<file path="config.mk">
export PLATFORM = sky130hd
export DESIGN_NAME = crc8_checked_sensor_frame_receiver_top
export DESIGN_NICKNAME = d
export VERILOG_FILES = /design/src/crc8r_pkg.sv /design/src/crc8r_regs.sv /design/src/crc8r_core.sv /design/src/crc8_checked_sensor_frame_receiver_top.sv
export VERILOG_INCLUDE_DIRS = /design/src /design/src/src
export SDC_FILE = /design/constraint.sdc
export NUM_CORES = 1
export LEC_CHECK = 0
export BUFFER_PORTS_ARGS = -buffer_cell sky130_fd_sc_hd__buf_2
export CELL_PAD_IN_SITES_DETAIL_PLACEMENT = 0
export CELL_PAD_IN_SITES_GLOBAL_PLACEMENT = 1
export CORE_MARGIN = 5
export CORE_UTILIZATION = 50
export CTS_CLUSTER_SIZE = 30
export DETAILED_ROUTE_END_ITERATION = 6
export PLACE_DENSITY = 0.93
export RECOVER_POWER = 100
export SLEW_MARGIN = 0
export SYNTH_ARGS = -nofsm -noshare
export SYNTH_HDL_FRONTEND = slang
export SYNTH_SLANG_ARGS = --single-unit
</file>
<file path="constraint.sdc">
create_clock -name clk -period 8.4 [get_ports clk]
set_clock_uncertainty 0.05 [all_clocks]
set_input_delay 0.42 -clock clk [delete_from_list [all_inputs] [get_ports clk]]
set_output_delay 0.42 -clock clk [all_outputs]
set_load 0.005 [all_outputs]
</file>
<file path="src/crc8_checked_sensor_frame_receiver_top_macros.svh">
`ifndef CRC8_CHECKED_SENSOR_FRAME_RECEIVER_TOP_MACROS_SVH
`define CRC8_CHECKED_SENSOR_FRAME_RECEIVER_TOP_MACROS_SVH

// invariant checked on every clock outside reset
`define CRC8R_HOLDS(lbl, expr, msg) \
  lbl: assert property (@(posedge clk) disable iff (rst) (expr)) else $error(msg);

// cause in one cycle, effect in the next
`define CRC8R_IMPLIES(lbl, cause, effect, msg) \
  lbl: assert property (@(posedge clk) disable iff (rst) (cause) |=> (effect)) else $error(msg);

`endif

</file>
<file path="src/crc8r_pkg.sv">
package crc8r_pkg;

  localparam int ADDR_W = 5;

  typedef logic [2:0] reg_idx_t;
  localparam reg_idx_t REG_SENSOR_ID     = 3'd0;
  localparam reg_idx_t REG_TIMEOUT_TICKS = 3'd1;
  localparam reg_idx_t REG_BYTE_GAP      = 3'd2;
  localparam reg_idx_t REG_START_GAP     = 3'd3;
  localparam reg_idx_t REG_MAX_TICKS     = 3'd4;
  localparam reg_idx_t REG_GAP_CHECK     = 3'd5;

  localparam logic [3:0]  RST_SENSOR_ID     = 4'd0;
  localparam logic [15:0] RST_TIMEOUT_TICKS = 16'd200;
  localparam logic [15:0] RST_BYTE_GAP      = 16'd1;
  localparam logic [15:0] RST_START_GAP     = 16'd3;
  localparam logic [15:0] RST_MAX_TICKS     = 16'd1000;
  localparam logic        RST_GAP_CHECK     = 1'b1;

  localparam logic [1:0] MODE_BYTE    = 2'd0;
  localparam logic [1:0] MODE_TICK    = 2'd1;
  localparam logic [1:0] MODE_REQUEST = 2'd2;
  localparam logic [1:0] MODE_TAKE    = 2'd3;

  typedef logic [3:0] phase_t;
  localparam phase_t PH_IDLE      = 4'd0;
  localparam phase_t PH_FIRST_DAT = 4'd1;
  localparam phase_t PH_LAST_DAT  = 4'd12;
  localparam phase_t PH_CRC       = 4'd13;
  localparam phase_t PH_HELD      = 4'd14;

  localparam int FRAME_DEPTH = 13;

  localparam logic [7:0] CRC_INIT = 8'hFF;
  localparam logic [7:0] CRC_POLY = 8'h8C;
  localparam int REQ_TIMER_LOAD = 100;

  typedef struct packed {
    logic [3:0]  sensor_id;
    logic [15:0] timeout_ticks;
    logic [15:0] byte_gap_ticks;
    logic [15:0] start_gap_ticks;
    logic [15:0] max_ticks;
    logic        gap_check_enable;
  } cfg_t;

  typedef struct packed {
    logic [1:0] mode;
    logic [7:0] rx_byte;
  } in_item_t;

  typedef struct packed {
    logic        frame_ready;
    logic        crc_bad;
    logic        timed_out;
    logic        waiting;
    logic        busy_res;
    logic [7:0]  id_code;
    logic [15:0] current_raw;
    logic [15:0] charge_raw;
    logic [15:0] voltage_raw;
    logic [15:0] temp_one_raw;
    logic [15:0] temp_two_raw;
    logic [15:0] temp_three_raw;
  } out_item_t;

  // dallas/maxim crc-8, reflected, one byte
  function automatic logic [7:0] crc_step(logic [7:0] crc, logic [7:0] b);
    logic [7:0] c;
    c = crc ^ b;
    for (int i = 0; i < 8; i++) begin
      c = c[0] ? ((c >> 1) ^ CRC_POLY) : (c >> 1);
    end
    return c;
  endfunction

endpackage

</file>
<file path="src/crc8r_regs.sv">
module crc8r_regs
  import crc8r_pkg::*;
(
  input  logic              clk,
  input  logic              rst,
  input  logic              psel,
  input  logic              penable,
  input  logic              pwrite,
  input  logic [ADDR_W-1:0] paddr,
  input  logic [31:0]       pwdata,
  output logic [31:0]       prdata,
  output logic              pready,
  output cfg_t              cfg
);

  reg_idx_t idx;
  logic     wr_en;

  assign idx    = paddr[4:2];
  assign pready = 1'b1;
  assign wr_en  = psel && penable && pwrite && pready;

  always_ff @(posedge clk) begin
    if (rst) begin
      cfg.sensor_id        <= RST_SENSOR_ID;
      cfg.timeout_ticks    <= RST_TIMEOUT_TICKS;
      cfg.byte_gap_ticks   <= RST_BYTE_GAP;
      cfg.start_gap_ticks  <= RST_START_GAP;
      cfg.max_ticks        <= RST_MAX_TICKS;
      cfg.gap_check_enable <= RST_GAP_CHECK;
    end else if (wr_en) begin
      unique case (idx)
        REG_SENSOR_ID:     cfg.sensor_id        <= pwdata[3:0];
        REG_TIMEOUT_TICKS: cfg.timeout_ticks    <= pwdata[15:0];
        REG_BYTE_GAP:      cfg.byte_gap_ticks   <= pwdata[15:0];
        REG_START_GAP:     cfg.start_gap_ticks  <= pwdata[15:0];
        REG_MAX_TICKS:     cfg.max_ticks        <= pwdata[15:0];
        REG_GAP_CHECK:     cfg.gap_check_enable <= pwdata[0];
        default: ;
      endcase
    end
  end

  always_comb begin
    unique case (idx)
      REG_SENSOR_ID:     prdata = 32'(cfg.sensor_id);
      REG_TIMEOUT_TICKS: prdata = 32'(cfg.timeout_ticks);
      REG_BYTE_GAP:      prdata = 32'(cfg.byte_gap_ticks);
      REG_START_GAP:     prdata = 32'(cfg.start_gap_ticks);
      REG_MAX_TICKS:     prdata = 32'(cfg.max_ticks);
      REG_GAP_CHECK:     prdata = 32'(cfg.gap_check_enable);
      default:           prdata = '0;
    endcase
  end

endmodule

</file>
<file path="src/crc8r_core.sv">
`include "crc8_checked_sensor_frame_receiver_top_macros.svh"

module crc8r_core
  import crc8r_pkg::*;
#(
  parameter int TIMER_BITS = 16
) (
  input  logic      clk,
  input  logic      rst,
  input  cfg_t      cfg,
  input  logic      step_en,
  input  in_item_t  item,
  output out_item_t res
);

  localparam int CW = (TIMER_BITS > 16) ? TIMER_BITS : 16;

  phase_t                rx_phase, rx_phase_next;
  logic [7:0]            crc_residue, crc_residue_next;
  logic [TIMER_BITS-1:0] gap_timer, gap_timer_next;
  logic                  waiting_flag, waiting_flag_next;
  logic                  busy_flag, busy_flag_next;
  logic [7:0]            frame_bytes [FRAME_DEPTH];

  logic       frame_wr;
  logic [3:0] frame_idx;
  logic       crc_bad, timed_out;
  logic       early, late;
  logic [CW-1:0] timer_x, start_x, byte_gap_x, timeout_x;
  logic [CW:0]   tick_sum, tick_max, tick_sat, timer_mask;

  assign timer_x    = CW'(gap_timer);
  assign start_x    = CW'(cfg.start_gap_ticks);
  assign byte_gap_x = CW'(cfg.byte_gap_ticks);
  assign timeout_x  = CW'(cfg.timeout_ticks);
  assign timer_mask = (CW + 1)'({TIMER_BITS{1'b1}});
  assign early      = cfg.gap_check_enable && (timer_x < start_x);
  assign late       = cfg.gap_check_enable && (timer_x > byte_gap_x);

  // saturating tick
  always_comb begin
    tick_sum = {1'b0, timer_x} + (CW + 1)'(1);
    tick_max = (CW + 1)'(cfg.max_ticks);
    tick_sat = (tick_sum > tick_max) ? tick_max : tick_sum;
    if (tick_sat > timer_mask) begin
      tick_sat = timer_mask;
    end
  end

  always_comb begin
    rx_phase_next     = rx_phase;
    crc_residue_next  = crc_residue;
    gap_timer_next    = gap_timer;
    waiting_flag_next = waiting_flag;
    busy_flag_next    = busy_flag;
    frame_wr          = 1'b0;
    frame_idx         = rx_phase;
    crc_bad           = 1'b0;
    timed_out         = 1'b0;
    unique case (item.mode)
      MODE_BYTE: begin
        crc_residue_next = crc_step(crc_residue, item.rx_byte);
        if (rx_phase == PH_IDLE) begin
          if (!early && (item.rx_byte[7:4] == cfg.sensor_id)) begin
            crc_residue_next  = crc_step(CRC_INIT, item.rx_byte);
            frame_wr          = 1'b1;
            frame_idx         = PH_IDLE;
            rx_phase_next     = PH_FIRST_DAT;
            waiting_flag_next = 1'b0;
          end
        end else if (late) begin
          rx_phase_next = PH_IDLE;
        end else if (rx_phase >= PH_FIRST_DAT && rx_phase <= PH_LAST_DAT) begin
          frame_wr      = 1'b1;
          rx_phase_next = rx_phase + 4'd1;
        end else if (rx_phase == PH_CRC) begin
          if (crc_residue_next == 8'd0) begin
            rx_phase_next = PH_HELD;
          end else begin
            rx_phase_next = PH_IDLE;
            crc_bad       = 1'b1;
          end
        end else if (rx_phase != PH_HELD) begin
          rx_phase_next = PH_IDLE;
        end
        if (cfg.gap_check_enable) begin
          gap_timer_next = '0;
        end
      end
      MODE_TICK: begin
        gap_timer_next = tick_sat[TIMER_BITS-1:0];
        if ((waiting_flag || rx_phase != PH_IDLE) && (tick_sat > (CW + 1)'(timeout_x))) begin
          rx_phase_next     = PH_IDLE;
          waiting_flag_next = 1'b0;
          busy_flag_next    = 1'b0;
          timed_out         = 1'b1;
        end
      end
      MODE_REQUEST: begin
        busy_flag_next    = 1'b1;
        waiting_flag_next = 1'b1;
        gap_timer_next    = TIMER_BITS'(REQ_TIMER_LOAD);
      end
      MODE_TAKE: begin
        rx_phase_next = PH_IDLE;
      end
      default: ;
    endcase
  end

  always_ff @(posedge clk) begin
    if (rst) begin
      rx_phase     <= PH_IDLE;
      crc_residue  <= '0;
      gap_timer    <= '0;
      waiting_flag <= 1'b0;
      busy_flag    <= 1'b0;
    end else if (step_en) begin
      rx_phase     <= rx_phase_next;
      crc_residue  <= crc_residue_next;
      gap_timer    <= gap_timer_next;
      waiting_flag <= waiting_flag_next;
      busy_flag    <= busy_flag_next;
    end
  end

  always_ff @(posedge clk) begin
    if (step_en && frame_wr) begin
      frame_bytes[frame_idx] <= item.rx_byte;
    end
  end

  always_comb begin
    res             = '0;
    res.frame_ready = (rx_phase_next == PH_HELD);
    res.crc_bad     = crc_bad;
    res.timed_out   = timed_out;
    res.waiting     = waiting_flag_next;
    res.busy_res    = busy_flag_next;
    if (rx_phase_next == PH_HELD) begin
      res.id_code        = frame_bytes[0];
      res.current_raw    = {frame_bytes[2], frame_bytes[1]};
      res.charge_raw     = {frame_bytes[4], frame_bytes[3]};
      res.voltage_raw    = {frame_bytes[6], frame_bytes[5]};
      res.temp_one_raw   = {frame_bytes[8], frame_bytes[7]};
      res.temp_two_raw   = {frame_bytes[10], frame_bytes[9]};
      res.temp_three_raw = {frame_bytes[12], frame_bytes[11]};
    end
  end

  `CRC8R_HOLDS(a_phase_legal, rx_phase <= PH_HELD, "receive phase out of range")
  `CRC8R_HOLDS(a_wait_busy, !waiting_flag || busy_flag, "waiting without busy")
  `CRC8R_HOLDS(a_one_fault, !(step_en && res.crc_bad && res.timed_out), "two faults at once")
  `CRC8R_IMPLIES(a_timeout_clears, step_en && res.timed_out,
                 rx_phase == PH_IDLE && !waiting_flag && !busy_flag, "timeout left state")

endmodule

</file>
<file path="src/crc8_checked_sensor_frame_receiver_top.sv">
// channel  | signals                                 | dir | payload
// item     | item_valid, item_stall, item            | in  | in_item_t
// result   | result_valid, result_stall, result      | out | out_item_t
// apb cfg  | psel penable pwrite paddr pwdata prdata | in  | six registers at 4*i
//
// one item per cycle unless result stalls; input register, then result register
// the rate is set by the state update between the input and result registers
// rst is synchronous: phase idle, flags, residue and timer zero, registers at defaults
// a stalled result holds the update; one more item waits in the input register
module crc8_checked_sensor_frame_receiver_top
  import crc8r_pkg::*;
#(
  parameter int TIMER_BITS = 16
) (
  input  logic              clk,
  input  logic              rst,
  input  logic              item_valid,
  output logic              item_stall,
  input  in_item_t          item,
  output logic              result_valid,
  input  logic              result_stall,
  output out_item_t         result,
  input  logic              psel,
  input  logic              penable,
  input  logic              pwrite,
  input  logic [ADDR_W-1:0] paddr,
  input  logic [31:0]       pwdata,
  output logic [31:0]       prdata,
  output logic              pready
);

  cfg_t      cfg;
  logic      stage_valid;
  in_item_t  stage_item;
  logic      advance;
  logic      step_en;
  out_item_t core_res;

  assign advance    = !result_valid || !result_stall;
  assign step_en    = stage_valid && advance;
  assign item_stall = stage_valid && !advance;

  always_ff @(posedge clk) begin
    if (rst) begin
      stage_valid <= 1'b0;
    end else if (!item_stall) begin
      stage_valid <= item_valid;
    end
  end

  always_ff @(posedge clk) begin
    if (item_valid && !item_stall) begin
      stage_item <= item;
    end
  end

  always_ff @(posedge clk) begin
    if (rst) begin
      result_valid <= 1'b0;
    end else if (advance) begin
      result_valid <= stage_valid;
    end
  end

  always_ff @(posedge clk) begin
    if (step_en) begin
      result <= core_res;
    end
  end

  crc8r_regs u_regs (
    .clk     (clk),
    .rst     (rst),
    .psel    (psel),
    .penable (penable),
    .pwrite  (pwrite),
    .paddr   (paddr),
    .pwdata  (pwdata),
    .prdata  (prdata),
    .pready  (pready),
    .cfg     (cfg)
  );

  crc8r_core #(
    .TIMER_BITS (TIMER_BITS)
  ) u_core (
    .clk     (clk),
    .rst     (rst),
    .cfg     (cfg),
    .step_en (step_en),
    .item    (stage_item),
    .res     (core_res)
  );

endmodule

</file>
# After elaboration in Yosys (flattened, before gate mapping)
# Memory sizes are Yosys's and may differ from the RTL's. A register that Yosys moved wholly into a read port is not among the register bits.
# Cells that the tools add are included.
[totals]
mem_count = 1
elab_cells = 159
output_inout_bits = 144
reg_bits = 116
ramBits = 104
inputBits = 54
[memory_table]
columns = ["memory", "depth", "word_bits", "rd", "rd_clocked_by_memory_dff", "write_ports", "line_no", "text"]
rows = [
  ["u_core.frame_bytes", 13, 8, 13, 13, 1, "crc8r_core.sv:23", "logic [7:0] frame_bytes [FRAME_DEPTH];"],
]
[op_classes]
n_bitwise = 20
n_mux = 50
n_eq_ne = 13
order_cmp = 7
add_sub_neg = 2
reduce_logical = 46
[ops]
columns = ["cell", "n"]
rows = [
  ["$mux W8", 18],
  ["$pmux W16 S6", 1],
  ["$not A2 Y3", 16],
  ["$pmux W16 S3", 1],
  ["$mux W4", 11],
  ["$gt A17 B16 Y1", 2],
  ["$mux W17", 2],
  ["$logic_not A1 Y1", 18],
  ["$add A16 B1 Y17 const B", 1],
  ["$gt A17 B16 Y1 const B", 1],
  ["$gt A16 B16 Y1", 1],
  ["$lt A16 B16 Y1", 1],
  ["$mux W16", 1],
  ["$reduce_and A2 Y1", 7],
  ["$mux W1", 13],
  ["$pmux W4 S3", 1],
  ["$logic_and A1 B1 Y1", 11],
  ["$eq A4 B4 Y1 const B", 2],
  ["$logic_not A8 Y1", 1],
  ["$not A8 Y8", 1],
  ["$xor A8 B8 Y8", 1],
  ["$eq A3 B2 Y1 const B", 2],
  ["$eq A3 B3 Y1 const B", 2],
  ["$reduce_or A5 Y1", 1],
  ["19 further kinds", 22],
]

# Longest topological paths before layout
[logic_depth]
depth_word = 26
mapped_depth = 29

# Hierarchy
# From an unflattened synthesis, not the netlist that was laid out.
[unflattened]
hier_cells = 1315
area_unflattened_um2 = 15675.0
[by_module_without_submodules]
columns = ["mod", "n_inst", "cells_per_inst", "area_per_inst_um2"]
rows = [
  ["crc8r_core", 1, 804, 8509.4],
  ["crc8_checked_sensor_frame_receiver_top", 1, 129, 3659.8],
  ["crc8r_regs", 1, 382, 3505.9],
]

# Least setup slack after synthesis
# OpenSTA, ideal clock, no wires.
[synth_timing]
path_kind = "register -> register"
from = "register u_core.gap_timer[4]"
to = "register, netlist name result[0]"
synth_period_minus_slack_ns = 5.435
required_ns = 8.094
path_stages_with_launch = 28
setup_ns = 0.256
arrival_time_ns = 5.129
setup_slack_ns = 2.965
n_path_buf = 5
cell_sequence = "dfxtp_1 buf_2 nand4_1 nor2_1 nand4_1 nor2_1 nand3_1 xnor2_1 ha_1 and3_1 a41oi_1 inv_1 o21ai_1 buf_2 buf_2 nor2_1 a21oi_1 ha_1 and2_1 a221o_1 a2111oi_2 a221oi_2 a21oi_1 a31oi_2 nand4_2 buf_4 buf_6 nor3b_2"
[synth_between]
elab_chain_len = 11
word_cells_on_any_way = 20
cone_classes = "1 x add/sub; 5 x order compare; 1 x eq/ne; 7 x mux; 6 x reduce/logical"
[synth_lines]
columns = ["item", "line_no", "text"]
rows = [
  ["start: declaration", "crc8r_core.sv:20", "logic [TIMER_BITS-1:0] gap_timer, gap_timer_next;"],
  ["start signal: assignment", "crc8r_core.sv:121", "gap_timer <= gap_timer_next;"],
  ["$add A16 B1 Y17", "crc8r_core.sv:42", "tick_sum = {1'b0, timer_x} + (CW + 1)'(1);"],
  ["$gt A17 B16 Y1", "crc8r_core.sv:44", "tick_sat = (tick_sum > tick_max) ? tick_max : tick_sum;"],
  ["$mux W17", "crc8r_core.sv:44", ""],
  ["$gt A17 B16 Y1", "crc8r_core.sv:45", "if (tick_sat > timer_mask) begin"],
  ["$mux W17", "crc8r_core.sv:45", ""],
  ["$gt A17 B16 Y1", "crc8r_core.sv:92", "if ((waiting_flag || rx_phase != PH_IDLE) && (tick_sat > (CW + 1)'(timeout_x))) begin"],
  ["$logic_and A1 B1 Y1", "crc8r_core.sv:92", ""],
  ["$mux W4", "crc8r_core.sv:92", ""],
  ["$pmux W4 S3 *", "crc8r_core.sv:60", "unique case (item.mode)"],
  ["$eq A4 B4 Y1 *", "crc8r_core.sv:140", "if (rx_phase_next == PH_HELD) begin"],
  ["$logic_not A1 Y1 (no line) *", "n/a", ""],
]
# Every way passes the cells marked *; elsewhere a longest branch is shown, timed or not.
# A chain may end at the register's enable or synchronous reset.

# Worst setup path after layout
[layout_timing]
from = "register u_core.gap_timer[4]"
to = "register, netlist name result[35]"
[layout_between]
elab_chain_len = 11
word_cells_on_any_way = 20
cone_classes = "1 x add/sub; 5 x order compare; 1 x eq/ne; 7 x mux; 6 x reduce/logical"
[layout_lines]
columns = ["item", "line_no"]
rows = [
  ["$add A16 B1 Y17", "crc8r_core.sv:42"],
  ["$gt A17 B16 Y1", "crc8r_core.sv:44"],
  ["$mux W17", "crc8r_core.sv:44"],
  ["$gt A17 B16 Y1", "crc8r_core.sv:45"],
  ["$mux W17", "crc8r_core.sv:45"],
  ["$gt A17 B16 Y1", "crc8r_core.sv:92"],
  ["$logic_and A1 B1 Y1", "crc8r_core.sv:92"],
  ["$mux W4", "crc8r_core.sv:92"],
  ["$pmux W4 S3 *", "crc8r_core.sv:60"],
  ["$eq A4 B4 Y1 *", "crc8r_core.sv:140"],
  ["$logic_not A1 Y1 (no line) *", "n/a"],
]
# Marked as above.

==> reports/results.txt <==
Status -> finished with violations
Failing checks -> capacitance limit, slew limit
DRT iter0 DRCs -> 940
Final Critical Period -> 7.17 ns
Power density cells -> 199 nW/µm²
CP startpoint kind -> flip-flop
Initial antenna violation count -> 0
Final Hold Fails -> 0
DIE AREA -> 34,100 µm²
Top Ports -> 198
CTS root buf -> clkbuf_16
HPWL after DPL -> 24,200 µm
LEAKAGE -> 0.00595 µW
Vias in the first global route -> 10,100
Top Family by Delay on Critical Path -> compound AO/OA/AOI/OAI gates
Post-synth EDFFs -> 223
CP Cell Sequence -> nand4_1 > nor2_1 > nand4_1 > nor2_1 > nand3_1 > xnor2_1 > ha_1 > and3_1 > a41oi_1 > inv_1 > o21ai_2 > clkbuf_1 > mux2_1 > ha_1 > and4_1 > o221ai_1 > a221oi_1 > a21oi_1 > a31oi_1 > nand4_4 > buf_12 > nor3b_1
# port buffers -> 162
Die height -> 185 µm
Fin nets -> 1,582
Drt first pass iters -> 5
CTS clk-pin slew, worst paths -> 0.06 ns
Worst reg2reg setup slack -> 1.23 ns
Number of synthesized register bits -> 324
Post-Place Worst Slack -> 1.74 ns
Ys Warns -> 0
DRC errors left -> 0
CP peak stage delay -> 0.74 ns
Max Cap Viol -> 5
Final worst path period share -> 85.3%
Slowest stage cell, crit path -> a221oi_1
Async set or reset register ratio after synthesis -> 0%
Crit. Startpoint -> u_core.gap_timer[4]
Routed WL -> 35,900 µm
CP Capture Point -> result[35]
H-Tree Depth -> 2
GR Overflow Total -> 0
Syn Inst Count -> 1,304
Initial core utilization -> 50.3%
Critical path capture point type -> flip-flop
Std cell rows -> 64
Worst-Margin Slew -> 3.95 ns
GPL Wtd Cong -> 0.880
Largest net degree at the start of global routing -> 106
# clock sinks -> 324
Drt wl/cell -> 19.2 µm
Synthesized cell area -> 15,300 µm²
Unique masters post-synth -> 71
Vias per cell -> 5.58
Fill cell count -> 2,550
Crit Path Class -> flip-flop to flip-flop
Setup TNS Final -> 0 ns
Syn-to-layout area delta -> 11.8%
Worst EP required -> 8.67 ns
Crit-path max FO -> 105
Remaining antenna violation count -> 0
Critical path depth -> 22
Via count -> 10,400
CTS Buf Count -> 34
Setup violators final -> 0
Arrival @ worst endpoint -> 7.44 ns
Post-synthesis sequential area ratio -> 57.1%
Worst R2R Path Depth -> 22
First-pass GRT wire length -> 55,900 µm
Worst hold path class -> input port to flip-flop
Total core area -> 30,300 µm²
GRT Overall Usage -> 20.7%
Mean post-synth cell area -> 11.7 µm²
Number of diodes -> 0
Worst Path Buf+Inv -> 3
Clock Tree Buf Depth -> 3
Chip width -> 185 µm
RSZ-0062 raised after global routing -> false
Fmax achieved -> 139 MHz
Max rail drop VDD -> 160 µV
TritonCTS clock tree -> done
Setup ws final -> 1.23 ns
Worst-Skew Late Latency -> 0.53 ns
Layout cells sized above 1 -> 12.0%
Worst R2R Start -> u_core.gap_timer[4]
FF-to-FF End -> result[35]
Slew Limit Fails -> 247
Max-slew headroom -> -163%
Post-synth top flop -> edfxtp_1
==> power breakdown <==
group          internal, µW  leakage [µW]  switching, µW
clock network           833      0.000522            616
logic                  67.7       0.00253            124
registers              1730       0.00290           21.5
total                  2640       0.00595            762
==> through the flow <==
stage / hold slack, ns / cells / power [µW] / utilization, % / area, µm²
3_3_place_gp: 0.393 / 1808 / 1980 / 53.8 / 16300
5_1_grt: 0.0183 / 1871 / 3520 / 56.2 / 17100
3_5_place_dp: 0.401 / 1808 / 1980 / 53.8 / 16300
4_1_cts: 0.00206 / 1870 / 3420 / 57.5 / 17400
6_report: 0.0340 / 1871 / 3400 / 56.2 / 17100
2_1_floorplan: 0.386 / 1319 / 1910 / - / 15300
==> cells in the final DEF (no fill, tap or decap), types with 20 or more instances in the layout <==
master and count:
edfxtp_1 223, clkbuf_1 85, buf_2 93, inv_1 77, o21ai_0 24, nand3_1 24
a21oi_1 95, nor3b_1 106, xnor2_1 39, mux2i_1 20, nor2_1 46, dfxtp_1 101
nand2_1 170, ha_1 75, clkbuf_16 34
==> cells by family after synthesis <==
family | count (synthesis) | share of synthesized area (%)
XOR/XNOR | 52 | 3.08
other | 2 | 0.0492
AO/OA/AOI/OAI | 235 | 9.96
AND/OR/NAND/NOR | 421 | 16.2
multiplexers | 35 | 2.49
buffers and inverters | 160 | 4.91
adder cells (fa/ha/maj) | 75 | 6.15
flip-flops | 324 | 57.1
==> timing repair <==
| action | CTS | global route |
|---|---|---|
| buffers inserted | 0 | 0 |
| hold buffers | 4 | 1 |
| hold endpoints to repair | 4 | 1 |
| gates resized for setup | 0 | 0 |
==> layout make-up <==
| type | instances | area (µm²) | share of cell area (%) |
|---|---|---|---|
| Multi-Input combinational cell | 835 | 5620 | 32.9 |
| Clock buffer | 44 | 908 | 5.32 |
| Inverter | 79 | 298 | 1.74 |
| Clock inverter | 14 | 166 | 0.975 |
| Sequential cell | 324 | 8720 | 51.1 |
| Tap cell | 396 | 495 | 2.90 |
| Timing Repair Buffer | 179 | 860 | 5.04 |
==> registers in the layout (all words and copies together) (netlist names) <==
signal / cells
result: 109
u_core.rx_phase: 4
stage_valid: 1
u_core.frame_bytes: 104
u_regs.cfg: 69
stage_item: 10
u_core.waiting_flag: 1
result_valid: 1
u_core.busy_flag: 1
u_core.gap_timer: 16
u_core.crc_residue: 8
==> synth_stat cells (4+ instances only) <==
master | instances | area, µm²
a211o_1 | 4 | 35.0
a211oi_1 | 8 | 60.1
a21o_1 | 10 | 75.1
a21oi_1 | 95 | 475
a22o_1 | 8 | 70.1
a22oi_1 | 16 | 120
and3_1 | 9 | 56.3
and4_1 | 4 | 35.0
buf_2 | 5 | 25.0
buf_4 | 18 | 135
buf_6 | 10 | 113
clkbuf_1 | 45 | 169
dfxtp_1 | 101 | 2020
edfxtp_1 | 223 | 6700
ha_1 | 75 | 938
inv_1 | 77 | 289
mux2_2 | 14 | 158
mux2i_1 | 20 | 200
nand2_1 | 170 | 638
nand2b_1 | 5 | 31.3
nand3_1 | 24 | 120
nand4_1 | 12 | 75.1
nor2_1 | 46 | 173
nor2b_1 | 13 | 81.3
nor3_1 | 13 | 65.1
nor3b_1 | 57 | 428
nor3b_2 | 49 | 613
o211ai_1 | 17 | 128
o21ai_0 | 24 | 120
o22ai_1 | 17 | 106
o2bb2ai_1 | 7 | 61.3
or2_2 | 5 | 31.3
xnor2_1 | 39 | 342
xor2_1 | 11 | 96.3
==> routing by layer <==
layer  share of wire (%)  vias up  GRT usage (%)
met5                   0        -              0
met4                 2.3        0           5.61
met3                 7.5       66           3.28
met2                  49      411           35.9
met1                  41     4992           27.3
li1                    -     4966              -
==> worst min path at each step <==
stage                                 to  slack (ns)  cells after the start            from
after floorplan           u_regs.cfg[34]        0.39                      2  u_regs.cfg[34]
after global placement    u_regs.cfg[35]        0.39                      2  u_regs.cfg[35]
after detailed placement  u_regs.cfg[47]        0.40                      2  u_regs.cfg[47]
after CTS                  stage_item[0]       0.002                      1         item[0]
after global routing       stage_item[4]        0.02                      1         item[4]
final                      stage_item[4]        0.03                      1         item[4]
Power figures use the tool's default switching activity.
